## config.mk

```make
export PLATFORM = sky130hd
export DESIGN_NAME = serial_frame_receiver_xor_check_unit
export DESIGN_NICKNAME = d
export VERILOG_FILES = /design/src/sfrx_pkg.sv /design/src/sfrx_ctrl.sv /design/src/sfrx_dp.sv /design/src/serial_frame_receiver_xor_check_unit.sv
export SDC_FILE = /design/constraint.sdc
export NUM_CORES = 1
export LEC_CHECK = 0
export BUFFER_PORTS_ARGS = -buffer_cell sky130_fd_sc_hd__buf_4
export CORE_UTILIZATION = 34
export CTS_CLUSTER_SIZE = 16
export DETAILED_ROUTE_END_ITERATION = 12
export SLEW_MARGIN = 10
export SYNTH_ARGS = -nofsm -noshare
export SYNTH_HDL_FRONTEND = slang
export SYNTH_HIERARCHICAL = 1
export SYNTH_SLANG_ARGS = --single-unit
```

## constraint.sdc

```tcl
create_clock -name clk -period 5.1 [get_ports clk]
set_input_delay 0 -clock clk [delete_from_list [all_inputs] [get_ports clk]]
set_output_delay 0 -clock clk [all_outputs]
set_load 0.05 [all_outputs]
```

## src/sfrx_pkg.sv

```systemverilog
// Shared types, constants and decode helpers for the serial frame receiver.
package sfrx_pkg;

  // Item kinds on the input channel
  localparam logic CMD_BYTE = 1'b0;
  localparam logic CMD_TICK = 1'b1;

  // Frame framing bytes
  localparam logic [7:0] HEADER_BYTE = 8'hAA;
  localparam logic [7:0] FOOTER_BYTE = 8'h55;

  // Register reset and tick counter ceiling
  localparam logic [15:0] TIMEOUT_RESET = 16'd500;
  localparam int          TICK_W        = 17;
  localparam logic [TICK_W-1:0] TICK_MAX = '1;

  // Frame byte positions
  localparam int IDX_SRC    = 1;
  localparam int IDX_DEST   = 2;
  localparam int IDX_OP     = 3;
  localparam int IDX_ADDR   = 4;
  localparam int IDX_LEN    = 5;
  localparam int IDX_POS_HI = 6;
  localparam int IDX_POS_LO = 7;
  localparam int PAY_BASE   = 6;

  // Header + five fixed fields + check + footer
  localparam int FRAME_OVERHEAD = 8;
  localparam int EXP_W          = 9;

  // Opcodes with a decoded action
  localparam logic [7:0] OP_FIRST   = 8'h01;
  localparam logic [7:0] OP_LAST    = 8'h08;
  localparam logic [7:0] OP_FIRE    = 8'h53;
  localparam logic [7:0] OP_SET_MIN = 8'h54;
  localparam logic [7:0] OP_SET_MAX = 8'h55;

  localparam logic [3:0] ACT_NONE    = 4'd0;
  localparam logic [3:0] ACT_FIRE    = 4'd9;
  localparam logic [3:0] ACT_SET_MIN = 4'd10;
  localparam logic [3:0] ACT_SET_MAX = 4'd11;

  typedef enum logic [1:0] {
    ST_IDLE,
    ST_RECV,
    ST_READ,
    ST_SHOW
  } state_t;

  // Controller to datapath
  typedef struct packed {
    logic hdr_start;
    logic store;
    logic tick;
    logic emit_start;
    logic rd_en;
    logic emit_next;
  } dp_cmd_t;

  // Datapath to controller
  typedef struct packed {
    logic is_header;
    logic late;
    logic full;
    logic done;
    logic good;
    logic last_item;
  } dp_sts_t;

  function automatic logic [3:0] decode_action(input logic [7:0] op);
    logic [3:0] act;
    act = ACT_NONE;
    if (op >= OP_FIRST && op <= OP_LAST) begin
      act = op[3:0];
    end else if (op == OP_FIRE) begin
      act = ACT_FIRE;
    end else if (op == OP_SET_MIN) begin
      act = ACT_SET_MIN;
    end else if (op == OP_SET_MAX) begin
      act = ACT_SET_MAX;
    end
    return act;
  endfunction

endpackage

```

## src/sfrx_ctrl.sv

```systemverilog
// Controller state machine: frame reception, drop decisions and result sequencing.
module sfrx_ctrl (
  input  logic              clk,
  input  logic              rst_n,
  input  logic              in_valid,
  input  logic              in_cmd,
  input  logic              out_stall,
  input  sfrx_pkg::dp_sts_t sts,
  output sfrx_pkg::dp_cmd_t cmd,
  output logic              in_stall,
  output logic              out_valid
);
  import sfrx_pkg::*;

  state_t state_r, state_nxt;
  logic   byte_in;
  logic   tick_in;

  assign byte_in = in_valid && (in_cmd == CMD_BYTE);
  assign tick_in = in_valid && (in_cmd == CMD_TICK);

  always_ff @(posedge clk) begin
    if (!rst_n) begin
      state_r <= ST_IDLE;
    end else begin
      state_r <= state_nxt;
    end
  end

  always_comb begin
    state_nxt = state_r;
    unique case (state_r)
      ST_IDLE: begin
        if (byte_in && sts.is_header) state_nxt = ST_RECV;
      end
      ST_RECV: begin
        if (byte_in) begin
          if (sts.late || sts.full) begin
            state_nxt = ST_IDLE;
          end else if (sts.done) begin
            state_nxt = sts.good ? ST_READ : ST_IDLE;
          end
        end
      end
      ST_READ: begin
        state_nxt = ST_SHOW;
      end
      ST_SHOW: begin
        if (!out_stall) state_nxt = sts.last_item ? ST_IDLE : ST_READ;
      end
      default: state_nxt = ST_IDLE;
    endcase
  end

  always_comb begin
    cmd       = '0;
    in_stall  = 1'b0;
    out_valid = 1'b0;
    unique case (state_r)
      ST_IDLE: begin
        cmd.hdr_start = byte_in && sts.is_header;
      end
      ST_RECV: begin
        cmd.tick = tick_in;
        if (byte_in && !sts.late && !sts.full) begin
          cmd.store      = 1'b1;
          cmd.emit_start = sts.done && sts.good;
        end
      end
      ST_READ: begin
        in_stall  = 1'b1;
        cmd.rd_en = 1'b1;
      end
      ST_SHOW: begin
        in_stall      = 1'b1;
        out_valid     = 1'b1;
        cmd.emit_next = !out_stall && !sts.last_item;
      end
      default: begin
        in_stall = 1'b1;
      end
    endcase
  end

endmodule

```

## src/sfrx_dp.sv

```systemverilog
// Datapath: frame store, header field registers, tick counter and XOR check.
module sfrx_dp #(
  parameter int MAX_FRAME = 64
) (
  input  logic              clk,
  input  logic              rst_n,
  input  sfrx_pkg::dp_cmd_t cmd,
  output sfrx_pkg::dp_sts_t sts,
  input  logic [7:0]        rx_byte,
  input  logic              cfg_wr_en,
  input  logic [15:0]       cfg_wr_data,
  output logic [7:0]        src_id,
  output logic [7:0]        dest_id,
  output logic [7:0]        opcode,
  output logic [7:0]        reg_addr,
  output logic [5:0]        payload_length,
  output logic [3:0]        action,
  output logic [15:0]       position,
  output logic [7:0]        payload_byte,
  output logic [5:0]        payload_index,
  output logic              has_payload,
  output logic              last
);
  import sfrx_pkg::*;

  localparam int AW = $clog2(MAX_FRAME);
  localparam int CW = $clog2(MAX_FRAME + 1);

  logic [7:0]        mem [MAX_FRAME];
  logic [15:0]       timeout_r;
  logic [CW-1:0]     count_r;
  logic [EXP_W-1:0]  expected_len_r;
  logic [TICK_W-1:0] elapsed_r;
  logic [7:0]        xor_r;
  logic [7:0]        src_r, dest_r, op_r, addr_r, plen_r, pos_hi_r, pos_lo_r;
  logic [5:0]        k_r;
  logic [7:0]        rd_data_r;
  logic [6:0]        rd_sum;
  logic [AW-1:0]     rd_addr;
  logic              empty;

  always_ff @(posedge clk) begin
    if (!rst_n) begin
      timeout_r <= TIMEOUT_RESET;
    end else if (cfg_wr_en) begin
      timeout_r <= cfg_wr_data;
    end
  end

  always_ff @(posedge clk) begin
    if (!rst_n) begin
      count_r   <= '0;
      elapsed_r <= '0;
    end else if (cmd.hdr_start) begin
      count_r   <= CW'(1);
      elapsed_r <= '0;
    end else begin
      if (cmd.store) count_r <= count_r + CW'(1);
      if (cmd.tick && elapsed_r != TICK_MAX) elapsed_r <= elapsed_r + TICK_W'(1);
    end
  end

  // Running XOR over frame bytes from source on; header byte is never stored
  always_ff @(posedge clk) begin
    if (cmd.hdr_start) begin
      xor_r <= '0;
    end else if (cmd.store) begin
      xor_r <= xor_r ^ rx_byte;
    end
  end

  always_ff @(posedge clk) begin
    if (cmd.store) begin
      mem[count_r[AW-1:0]] <= rx_byte;
      case (count_r)
        CW'(IDX_SRC):    src_r    <= rx_byte;
        CW'(IDX_DEST):   dest_r   <= rx_byte;
        CW'(IDX_OP):     op_r     <= rx_byte;
        CW'(IDX_ADDR):   addr_r   <= rx_byte;
        CW'(IDX_LEN): begin
          plen_r         <= rx_byte;
          expected_len_r <= EXP_W'(FRAME_OVERHEAD) + {1'b0, rx_byte};
        end
        CW'(IDX_POS_HI): pos_hi_r <= rx_byte;
        CW'(IDX_POS_LO): pos_lo_r <= rx_byte;
        default: ;
      endcase
    end
  end

  // Emission index and registered store read
  assign rd_sum  = {1'b0, k_r} + 7'(PAY_BASE);
  assign rd_addr = rd_sum[AW-1:0];

  always_ff @(posedge clk) begin
    if (cmd.emit_start) begin
      k_r <= '0;
    end else if (cmd.emit_next) begin
      k_r <= k_r + 6'd1;
    end
    if (cmd.rd_en) rd_data_r <= mem[rd_addr];
  end

  assign empty = (plen_r == 8'd0);

  always_comb begin
    sts.is_header = (rx_byte == HEADER_BYTE);
    sts.late      = (elapsed_r > {1'b0, timeout_r});
    sts.full      = (count_r >= CW'(MAX_FRAME));
    sts.done      = (count_r >= CW'(IDX_POS_HI)) &&
                    ((EXP_W'(count_r) + EXP_W'(1)) == expected_len_r);
    sts.good      = (rx_byte == FOOTER_BYTE) && (xor_r == 8'd0);
    sts.last_item = empty || ((8'(k_r) + 8'd1) == plen_r);
  end

  assign src_id         = src_r;
  assign dest_id        = dest_r;
  assign opcode         = op_r;
  assign reg_addr       = addr_r;
  assign payload_length = plen_r[5:0];
  assign action         = decode_action(op_r);
  assign position       = {pos_hi_r, pos_lo_r};
  assign payload_byte   = empty ? 8'd0 : rd_data_r;
  assign payload_index  = empty ? 6'd0 : k_r;
  assign has_payload    = !empty;
  assign last           = sts.last_item;

endmodule

```

## src/serial_frame_receiver_xor_check_unit.sv

```systemverilog
// Top level of the serial frame receiver with XOR check.
// Each input request is either a received byte or one timer tick, and is taken
// without stall while a frame is being collected. A byte of 0xAA opens a
// frame: source, destination, opcode, address, payload length, payload, XOR
// check byte and 0x55 footer follow. A byte that arrives after more ticks since
// the header than the timeout register holds, or once MAX_FRAME frame bytes
// (header included) are in, drops itself and the frame. A complete frame with a
// good footer and XOR is sent out as one result request per payload byte (a
// single result when the payload is empty). During that phase the input is
// stalled; each result takes a frame store read and then its presentation,
// which is held while the output is stalled. The frame store keeps no reset or
// valid bits: only entries written by the current frame are ever read.
module serial_frame_receiver_xor_check_unit #(
  parameter int MAX_FRAME = 64
) (
  input  logic        clk,
  input  logic        rst_n,
  // Input requests
  input  logic        in_valid,
  output logic        in_stall,
  input  logic        in_cmd,
  input  logic [7:0]  in_rx_byte,
  // Result requests
  output logic        out_valid,
  input  logic        out_stall,
  output logic [7:0]  out_src_id,
  output logic [7:0]  out_dest_id,
  output logic [7:0]  out_opcode,
  output logic [7:0]  out_reg_addr,
  output logic [5:0]  out_payload_length,
  output logic [3:0]  out_action,
  output logic [15:0] out_position,
  output logic [7:0]  out_payload_byte,
  output logic [5:0]  out_payload_index,
  output logic        out_has_payload,
  output logic        out_last,
  // Timeout register write
  input  logic        cfg_wr_en,
  input  logic [15:0] cfg_wr_data
);
  import sfrx_pkg::*;

  dp_cmd_t dp_cmd;
  dp_sts_t dp_sts;

  // Sequence reception, drop decisions and result hand-off
  sfrx_ctrl u_ctrl (
    .clk       (clk),
    .rst_n     (rst_n),
    .in_valid  (in_valid),
    .in_cmd    (in_cmd),
    .out_stall (out_stall),
    .sts       (dp_sts),
    .cmd       (dp_cmd),
    .in_stall  (in_stall),
    .out_valid (out_valid)
  );

  // Hold the frame, tick count, XOR and result fields
  sfrx_dp #(
    .MAX_FRAME (MAX_FRAME)
  ) u_dp (
    .clk            (clk),
    .rst_n          (rst_n),
    .cmd            (dp_cmd),
    .sts            (dp_sts),
    .rx_byte        (in_rx_byte),
    .cfg_wr_en      (cfg_wr_en),
    .cfg_wr_data    (cfg_wr_data),
    .src_id         (out_src_id),
    .dest_id        (out_dest_id),
    .opcode         (out_opcode),
    .reg_addr       (out_reg_addr),
    .payload_length (out_payload_length),
    .action         (out_action),
    .position       (out_position),
    .payload_byte   (out_payload_byte),
    .payload_index  (out_payload_index),
    .has_payload    (out_has_payload),
    .last           (out_last)
  );

`ifndef ASSERT_OFF
  // No input may be taken while a result is on offer
  a_no_input_while_emit: assert property (@(posedge clk) disable iff (!rst_n)
    out_valid |-> in_stall)
    else $error("input accepted during result emission");

  // An empty-payload result is marked last, so an empty payload gives a single result
  a_empty_is_last: assert property (@(posedge clk) disable iff (!rst_n)
    (out_valid && !out_has_payload) |-> out_last)
    else $error("empty-payload result not marked last");

  // Payload index stays inside the announced payload length
  a_index_in_range: assert property (@(posedge clk) disable iff (!rst_n)
    (out_valid && out_has_payload) |-> (out_payload_index < out_payload_length))
    else $error("payload index beyond payload length");

  // Last result taken ends the frame
  a_last_ends_frame: assert property (@(posedge clk) disable iff (!rst_n)
    (out_valid && out_last && !out_stall) |=> !out_valid)
    else $error("result offered after last one was taken");
`endif

endmodule

```

==> qor.txt, run 1 <==
Synth warnings: 6
GRT Overall Usage: 0.157
Worst path required time: 5.32 ns
Total wire length: 60.7 mm
Post-CTS Setup Inserts: 0
Port bufs: 105
H-Tree Depth: 3
Post-synth ARST share: 0
Area of the multi-input gates: 0.00688 mm2
Worst Tran Pin Value: 1.16 ns
Mapped Cells: 1,460
FMAX: 0.205 GHz
Non-filler cells, final: 2,728
Outcome: completed
# clock sinks: 638
Worst IR Drop VDD: 0.224 mV
Vias in the first global route: 14.1k
Skew-Pair Late Insertion Delay: 0.60 ns
Die Wd: 279 um
CP Class: reg -> reg
First-pass GRT wire length: 90.8 mm
Crit share post-route: 0.955
Core area: 0.0759 mm2
Placed instance area: 0.0280 mm2
CP endpoint kind: register
Commonest non-fill, non-tap cell in the layout: edfxtp_1
Fill cell count: 6,802
Largest net degree at the start of global routing: 72
Post-synth EDFFs: 582
Syn Nets: 1,516
Most frequent cells in the layout: 582 x edfxtp_1, 136 x buf_4, 128 x mux4_2
Avg Cell Area, Syn: 17.9 um2
RSZ-0062 raised after global routing: false
Number of max-cap violations: 0
Setup TNS: 0 ns
Synth area leader: edfxtp_1
# rows: 101
Min-Delay Path Class: in -> reg
Crit path max fanout: 8
Worst-path clk slew: 0.06 ns
Post-synthesis sequential area ratio: 0.713
Root buffer cell: clkbuf_16
GRT Residual Overflow: 0
DIE HEIGHT: 279 um
Num CTS Buffers: 66
Power Density: 347 mW/mm2
Top-level port count: 106
Dpl cells: 2,545
Final Setup Violations: 0
Total power: 10.7 mW
Critical Path AT: 5.09 ns
Synth cell types: 66
Layout cells sized above 1: 0.239
Grt met2 use: 0.243
Slew Viols, Final: 0
Synth Register Bits: 638
Die Area: 0.0778 mm2
Routed len/inst: 22.3 um
First-pass DRT Iterations: 5
Final Instance Area: 0.0307 mm2
GR met1 Demand/Resource: 0.224
Main synth FF type: edfxtp_1
Pleak: 9.72 nW
Grt peak-use layer: met2
Main area contributors after synthesis: edfxtp_1 67%, mux4_2 11%, dfxtp_1 4.3%
M3 GR Usage: 0.0306
Worst slew margin: 0.224
Setup Skew: 0.0318 ns
Routed Antenna Nets: 0
Post-DP HPWL: 37.8 mm
Initial antenna violation count: 0
Synthesized area: 0.0261 mm2
DRC Markers: 0
1st-iter DRT viols: 1,183
Min cycle time layout: 4.87 ns
Area Growth Syn to Fin: 17.7%
Starting density of the core: 0.343
Area share of the largest cell type after synthesis: 0.670
Placer Congestion: 0.859
Vias: 13.8k
Fin. Hold Viols: 0
Nets: 1,700
Routed vias/inst: 5.07
Maximum clock path buffer count: 3
Register area: 0.0186 mm2
CTS tree: built
Worst setup SP type: register
## registers in the layout (all words and copies together) (netlist names)
name / cells
u_dp/mem: 512
u_dp/elapsed_r: 17
u_dp/timeout_r: 16
u_dp/expected_len_r: 9
u_dp/dest_id: 8
u_dp/opcode: 8
u_dp/pos_hi_r: 8
u_dp/pos_lo_r: 8
u_dp/rd_data_r: 8
u_dp/reg_addr: 8
u_dp/src_id: 8
u_dp/xor_r: 8
u_dp/count_r: 7
u_dp/k_r: 6
u_dp/plen_r: 5
u_ctrl/state_r: 2
## report_power, final
group | switching (mW) | internal, mW | leakage (nW)
registers | 0.00519 | 5.71 | 5.69
logic | 0.128 | 0.0705 | 3.01
clock network | 1.99 | 2.76 | 1.03
total | 2.13 | 8.54 | 9.72
## cell type report
cell class              instances  share of cell area
clock buffers                  80              0.0569
clock inverters                41              0.0126
inverters                      31             0.00379
flip-flops and latches        638               0.606
repair buffers                199              0.0545
well taps                    1030              0.0420
diodes                          1           0.0000815
multi-input cells             708               0.224
## per-layer routing
layer | vias to the layer above | wire, um
li1 | 6157 | -
met1 | 7122 | 27100
met2 | 451 | 28400
met3 | 88 | 3880
met4 | 0 | 1310
met5 | - | 0
## kinds of logic after synthesis
logic type / after synthesis / share of synthesized area
AOI/OAI and AO/OA: 118 / 0.0318
xor gates and xnor gates: 50 / 0.0175
adders and majority gates: 26 / 0.0125
buffers and inverters: 114 / 0.0231
DFF: 638 / 0.713
muxes: 208 / 0.142
and+or+nand+nor: 306 / 0.0597
## stage by stage
| step | worst slack [ns] | hold WS (ns) | util |
|---|---|---|---|
| 4_1_cts | 0.327 | 0.0883 | 0.404 |
| 5_1_grt | 0.00292 | 0.123 | 0.404 |
| 2_1_floorplan | 1.10 | 0.0989 | - |
| 3_3_place_gp | 0.503 | 0.234 | 0.368 |
| 3_5_place_dp | 0.356 | 0.222 | 0.368 |
| 6_report | 0.231 | 0.120 | 0.404 |
## synthesized netlist by cell type, drive strengths merged (2+ instances only)
cell type,count
edfxtp,582
mux4,128
nor2,114
dfxtp,56
buf,55
mux2i,54
o211ai,46
nand2,43
xor2,34
inv,30
clkbuf,27
ha,26
mux2,26
nand3,23
o21ai,21
nand4,20
nor3,20
nor2b,18
a21oi,17
xnor2,16
and2,13
o22ai,10
or3,8
and3,6
nand2b,6
a21o,5
nor3b,5
nor4,5
a211oi,4
or3b,4
and3b,3
and4,3
nand3b,3
or2,3
a211o,2
a31oi,2
and4b,2
o31a,2
or4,2
or4b,2
## critical path, stage by stage, from the launching register on
cell,delay [ns]
dfxtp_1,0.35
ha_1,0.31
nand4_1,0.14
or4_1,0.53
mux2_2,0.27
o21a_1,0.14
or4b_4,0.54
nor3b_2,0.27
nor2b_1,0.39
nand3_1,0.69
nor2_1,0.85
## final timing paths
| kind | start | endpoint | slack, ns | depth (start not counted) |
|---|---|---|---|---|
| max | u_dp/elapsed_r[10] | u_dp/mem[54][5] | 0.23 | 10 |
| min reg2reg | u_dp/elapsed_r[9] | u_dp/elapsed_r[9] | 0.53 | 2 |
| min | in_valid | u_dp/xor_r[0] | 0.12 | 4 |
| max reg2reg | u_dp/elapsed_r[10] | u_dp/mem[54][5] | 0.23 | 10 |
## what timing repair did
item                                   CTS  global route
hold buffers                            61             0
endpoints found under the hold margin  247             0
gates resized for setup                  0             0
No activity file was read; power rests on OpenSTA's default activity.
==> run 2: changes to the inputs <==
- GPL_TIMING_DRIVEN: unset -> 0
- clock period: 5.1 -> 4.07 ns (I/O delays scaled with it)
==> run 2 against run 1 <==
Net effect:
- die area unchanged
- sequential power increased by 25%
- sequential share of layout area decreased by 2.0 points
- clock skew decreased by 0.0066 ns
- maximum frequency increased by 23%
- cell count increased by 1.9%
- wire length increased by 3.8%
- clock power increased by 30%
==> qor.txt, run 2 (same netlist as run 1, synthesis figures left out) <==
First-pass GRT wire length: 94.6 mm (was 90.8 mm)
Worst setup path start: u_dp/count_r[5] (was u_dp/elapsed_r[10])
Starting density of the core: 0.343 (unchanged)
Number of max-cap violations: 0 (unchanged)
Placer Congestion: 0.888 (was 0.859)
Switching Share: 0.197 (was 0.199)
Worst slew margin: 0.176 (was 0.224)
# clock sinks: 638 (unchanged)
Most frequent cells in the layout: 582 x edfxtp_1, 143 x buf_4, 128 x mux4_2 (was 582 x edfxtp_1, 136 x buf_4, 128 x mux4_2)
Vias in the first global route: 14.5k (was 14.1k)
# rows: 101 (unchanged)
Power Density: 426 mW/mm2 (was 347 mW/mm2)
Worst Tran Pin Value: 1.23 ns (was 1.16 ns)
Slew Viols, Final: 0 (unchanged)
DIE HEIGHT: 279 um (unchanged)
Internal power: 10.9 mW (was 8.54 mW)
Worst-path clk slew: 0.06 ns (about the same)
Hold Crit Depth: 5 (was 4)
Final core occ: 0.418 (was 0.404)
Clock power share: 0.455 (was 0.446)
Min-Delay Path Class: in -> reg (unchanged)
Maximum clock path buffer count: 3 (unchanged)
Final Setup Violations: 0 (unchanged)
DRC Markers: 0 (unchanged)
Layout cells sized above 1: 0.316 (was 0.239)
Routed Antenna Nets: 0 (unchanged)
Seq pwr share: 0.529 (was 0.536)
Reg-to-reg startpoint: u_dp/count_r[5] (was u_dp/elapsed_r[10])
CP endpoint kind: register (unchanged)
Top-level port count: 106 (unchanged)
Crit path max fanout: 10 (was 8)
GRT Overall Usage: 0.163 (was 0.157)
Final Instance Area: 0.0317 mm2 (was 0.0307 mm2)
FMAX: 0.252 GHz (was 0.205 GHz)
Routed vias/inst: 5.14 (was 5.07)
H-Tree Depth: 3 (unchanged)
Largest net degree at the start of global routing: 78 (was 72)
Worst reg2reg path depth: 10 (unchanged)
Post-DP HPWL: 40.0 mm (was 37.8 mm)
ANT cells: 0 (was 1)
Sw Pwr: 2.67 mW (was 2.13 mW)
CTS tree: built (unchanged)
Initial antenna violation count: 0 (unchanged)
Area Growth Syn to Fin: 21.7% (was 17.7%)
Worst IR Drop VDD: 0.248 mV (was 0.224 mV)
Worst path required time: 4.55 ns (was 5.32 ns)
Crit share post-route: 0.976 (was 0.955)
Setup Skew: 0.0252 ns (was 0.0318 ns)
Min cycle time layout: 3.97 ns (was 4.87 ns)
Comb pwr share: 0.015 (was 0.019)
Routed len/inst: 22.7 um (was 22.3 um)
Outcome: completed (unchanged)
Worst setup SP type: register (unchanged)
Fin. Hold Viols: 0 (unchanged)
First-pass DRT Iterations: 5 (unchanged)
Port bufs: 104 (was 105)
Dpl cells: 2,594 (was 2,545)
Vias: 14.3k (was 13.8k)
Num CTS Buffers: 68 (was 66)
Die Area: 0.0778 mm2 (unchanged)
Pleak: 10.1 nW (was 9.72 nW)
Root buffer cell: clkbuf_16 (unchanged)
Non-filler cells, final: 2,780 (was 2,728)
Critical Path AT: 4.45 ns (was 5.09 ns)
Core area: 0.0759 mm2 (unchanged)
Commonest non-fill, non-tap cell in the layout: edfxtp_1 (unchanged)
Die Wd: 279 um (unchanged)
Max reg flops: 512 (unchanged)
Total wire length: 63.0 mm (was 60.7 mm)
Nets: 1,753 (was 1,700)
1st-iter DRT viols: 1,143 (was 1,183)
Hold Path Origin: in_cmd (was in_valid)
Total power: 13.5 mW (was 10.7 mW)
CP Class: reg -> reg (unchanged)
GRT Residual Overflow: 0 (unchanged)
Skew-Pair Late Insertion Delay: 0.61 ns (was 0.60 ns)
Placed instance area: 0.0282 mm2 (was 0.0280 mm2)
## run 2: cell count changes in the layout (fill, tap and decap cells not counted), moves of 6 or more
cell | previous run | this run
dlygate4sd3_1 | 61 | 28
nor2_4 | 0 | 57
nor2_1 | 114 | 51
buf_2 | 0 | 27
clkinv_2 | 7 | 17
clkbuf_1 | 11 | 35
buf_4 | 136 | 143
buf_12 | 2 | 15
buf_6 | 0 | 9
nor2_2 | 0 | 6
clkinv_1 | 18 | 10
## run 2: metal layers
layer | vias to the layer above | wire (um) | track usage
li1 | 6277 | - | -
met1 | 7514 | 27900 | 0.227
met2 | 434 | 30500 | 0.266
met3 | 76 | 3450 | 0.0298
met4 | 0 | 1130 | 0.0372
met5 | - | 0 | 0
## run 2: through the flow
| stage | hold WS (ns) | TNS, ns | worst slack, ns |
|---|---|---|---|
| floorplan | 0.0989 | 0 | 0.0692 |
| global placement | 0.221 | -368.50 | -1.26 |
| detailed placement | 0.230 | -389.28 | -1.26 |
| CTS | 0.00000872 | -2.60 | -0.117 |
| global route | 0.0188 | -3.65 | -0.0527 |
| finish | 0.0227 | 0 | 0.0985 |
## run 2: power groups by stage
stage,Sequential (mW),Clock (mW),Combinational [mW]
CTS,7.16,6.28,0.208
global placement,7.30,0,0.177
floorplan,7.30,0,0.0460
detailed placement,7.30,0,0.185
global route,7.16,6.56,0.227
finish,7.16,6.16,0.205
## run 2: path summary, 6_finish.rpt
check / slack [ns] / endpoint
max: 0.1 / u_ctrl/state_r[0]
min reg2reg: 0.49 / u_dp/timeout_r[6]
max reg2reg: 0.1 / u_ctrl/state_r[0]
min: 0.02 / u_dp/count_r[1]
## run 2: cell type report
class	instances	area, um2
sequential	638	18600
tap	1030	1290
buffer	83	489
timing repair buffer	167	1510
clock inverter	45	465
inverter	31	120
multi-input combinational	708	7500
clock buffer	78	1760
fill	6664	44200
## run 2: repair_timing
| item | in CTS | in global routing |
|---|---|---|
| endpoints found under the setup margin | 574 | 443 |
| buffers inserted | 28 | 7 |
| resized for setup | 143 | 14 |
| hold endpoints to repair | 23 | 0 |
| hold buffers | 28 | 0 |
| pin swaps | 11 | 8 |
## run 2: critical path, cell delays in order (launching register included)
cell and delay [ns]:
dfxtp_1 0.32, clkbuf_1 0.37, or3_1 0.17, clkbuf_1 0.89, nor2_1 0.32, nor2_1 0.18
a31oi_1 0.07, nor4_1 0.47, nor2_1 0.15, o311a_1 0.38, dlygate4sd3_1 0.54
==> run 3: changes to the inputs <==
==> constraint.sdc (replaced) <==
create_clock -name clk -period 4.07 [get_ports clk]
set_input_delay 0.407 -clock clk [delete_from_list [all_inputs] [get_ports clk]]
set_output_delay 0.407 -clock clk [all_outputs]
set_load 0.05 [all_outputs]
==> run 3 against run 2 <==
Net effect:
- critical path depth increased by 1
- clock power is essentially flat
- combinational power decreased by 11%
- sequential share of layout area rose by 0.52 points
- critical endpoint is now u_dp/mem[50][3]
==> qor.txt, run 3 (same netlist as run 1, synthesis figures left out) <==
Outcome: completed (unchanged)
Starting density of the core: 0.343 (unchanged)
Die Area: 0.0778 mm2 (unchanged)
Met3 WL: 3.60 mm (was 3.45 mm)
Core area: 0.0759 mm2 (unchanged)
Reg2reg setup slack: 0.09 ns (was 0.1 ns)
Largest net degree at the start of global routing: 78 (unchanged)
Layout cells sized above 1: 0.321 (was 0.316)
Post-DP HPWL: 40.0 mm (unchanged)
Max layer used: met4 (unchanged)
Most frequent cells in the layout: 582 x edfxtp_1, 143 x buf_4, 128 x mux4_2 (unchanged)
Worst Tran Pin Value: 1.22 ns (was 1.23 ns)
Total wire length: 62.7 mm (was 63.0 mm)
Initial antenna violation count: 0 (unchanged)
Fill cell count: 6,691 (was 6,664)
Max reg flops: 512 (unchanged)
Root buffer cell: clkbuf_16 (unchanged)
CP endpoint kind: register (unchanged)
Area Growth Syn to Fin: 20.6% (was 21.7%)
Num CTS Buffers: 68 (unchanged)
Non-filler cells, final: 2,753 (was 2,780)
FMAX: 0.251 GHz (was 0.252 GHz)
Setup Skew: 0.0256 ns (was 0.0252 ns)
Die Wd: 279 um (unchanged)
GRT Residual Overflow: 0 (unchanged)
Critical Path AT: 4.21 ns (was 4.45 ns)
Routed Antenna Nets: 0 (unchanged)
H-Tree Depth: 3 (unchanged)
Vias: 14.2k (was 14.3k)
Routed len/inst: 22.8 um (was 22.7 um)
Final core occ: 0.414 (was 0.418)
Routed vias/inst: 5.17 (was 5.14)
Pleak: 9.98 nW (was 10.1 nW)
Worst slew margin: 0.187 (was 0.176)
Fin. Hold Viols: 0 (unchanged)
Min-Delay Path Class: in -> reg (unchanged)
Final hold slack: 0.0393 ns (was 0.0227 ns)
Worst path max stage delay: 0.55 ns (was 0.89 ns)
Port bufs: 104 (unchanged)
Worst setup SP type: register (unchanged)
Slowest cell on crit path: or4b_4 (was clkbuf_1)
First-pass GRT wire length: 94.0 mm (was 94.6 mm)
Commonest non-fill, non-tap cell in the layout: edfxtp_1 (unchanged)
Maximum clock path buffer count: 3 (unchanged)
Number of max-cap violations: 0 (unchanged)
Skew-Pair Late Insertion Delay: 0.60 ns (was 0.61 ns)
Detailed-routed wire length on met2: 30.2 mm (was 30.5 mm)
Cell Chain, Critical Path: ha_1 -> nand4_1 -> or4_1 -> mux2_2 -> o21a_1 -> or4b_4 -> nor3b_4 -> nor2b_4 -> buf_4 -> nand2_4 -> nor2_4 (was clkbuf_1 -> or3_1 -> clkbuf_1 -> nor2_1 -> nor2_1 -> a31oi_1 -> nor4_1 -> nor2_1 -> o311a_1 -> dlygate4sd3_1)
Nets: 1,725 (was 1,753)
# clock sinks: 638 (unchanged)
Worst IR Drop VDD: 0.247 mV (was 0.248 mV)
Dpl cells: 2,594 (unchanged)
Power Density: 429 mW/mm2 (was 426 mW/mm2)
Worst-path clk slew: 0.06 ns (about the same)
Slew Viols, Final: 0 (unchanged)
Total power: 13.5 mW (about the same)
Crit share post-route: 0.977 (was 0.976)
Met1 Wirelength: 27.7 mm (was 27.9 mm)
Placer Congestion: 0.888 (unchanged)
1st-iter DRT viols: 1,174 (was 1,143)
GRT Overall Usage: 0.162 (was 0.163)
Final Setup Violations: 0 (unchanged)
# rows: 101 (unchanged)
CTS Hold Bufs: 0 (was 28)
DIE HEIGHT: 279 um (unchanged)
Min cycle time layout: 3.98 ns (was 3.97 ns)
CP Class: reg -> reg (unchanged)
CTS tree: built (unchanged)
Vias in the first global route: 14.4k (was 14.5k)
Crit path max fanout: 8 (was 10)
Worst path required time: 4.30 ns (was 4.55 ns)
Top-level port count: 106 (unchanged)
DRC Markers: 0 (unchanged)
First-pass DRT Iterations: 7 (was 5)
[run 3: per-stage QoR]
stage	setup slack, ns	instance area (um2)	TNS [ns]
finish	0.0938	31500	0
detailed placement	-1.26	28200	-389.28
floorplan	0.0692	26100	0
CTS	-0.117	31300	-2.60
global route	-0.0526	31500	-3.66
global placement	-1.26	28200	-368.50
[run 3: final timing paths]
path | start | endpoint | cells after the start
min | cfg_wr_data[7] | u_dp/timeout_r[7] | 3
min reg2reg | u_dp/timeout_r[6] | u_dp/timeout_r[6] | 2
max | u_dp/elapsed_r[10] | u_dp/mem[50][3] | 11
max reg2reg | u_dp/elapsed_r[10] | u_dp/mem[50][3] | 11
[run 3: what timing repair did]
item	CTS	global route
pin swaps	11	8
buffers inserted	28	7
gates resized for setup	143	14
endpoints found under the setup margin	574	443
[run 3: report_power, final]
part	switching, mW	leakage, nW	internal [mW]	total, mW
sequential	0.00649	5.68	7.15	7.16
clock	2.51	1.09	3.64	6.15
combinational	0.138	3.21	0.0437	0.182
[run 3: final cells by class]
| class | instances | area, um2 | area share |
|---|---|---|---|
| diodes | 1 | 2.50 | 0.0000796 |
| plain buffers | 83 | 489 | 0.0156 |
| clock buffers | 78 | 1760 | 0.0560 |
| clock inverters | 45 | 465 | 0.0148 |
| inverters | 31 | 120 | 0.00382 |
| multi-input cells | 708 | 7500 | 0.238 |
| flip-flops and latches | 638 | 18600 | 0.591 |
| well taps | 1030 | 1290 | 0.0410 |
| repair buffers | 139 | 1230 | 0.0391 |
[run 3: worst max-delay path: cells and delay by family, from the launching register on]
kind / cells / cell delay, ns
muxes: 1 / 0.28
AOI/OAI and AO/OA: 1 / 0.13
and+or+nand+nor: 7 / 2.39
adders and majority gates: 1 / 0.32
buffers and inverters: 1 / 0.14
DFF: 1 / 0.36
[run 3: metal layers]
metal | up-vias | track usage
met5 | - | 0
met2 | 438 | 0.264
met1 | 7474 | 0.226
li1 | 6227 | -
met4 | 0 | 0.0366
met3 | 82 | 0.0304
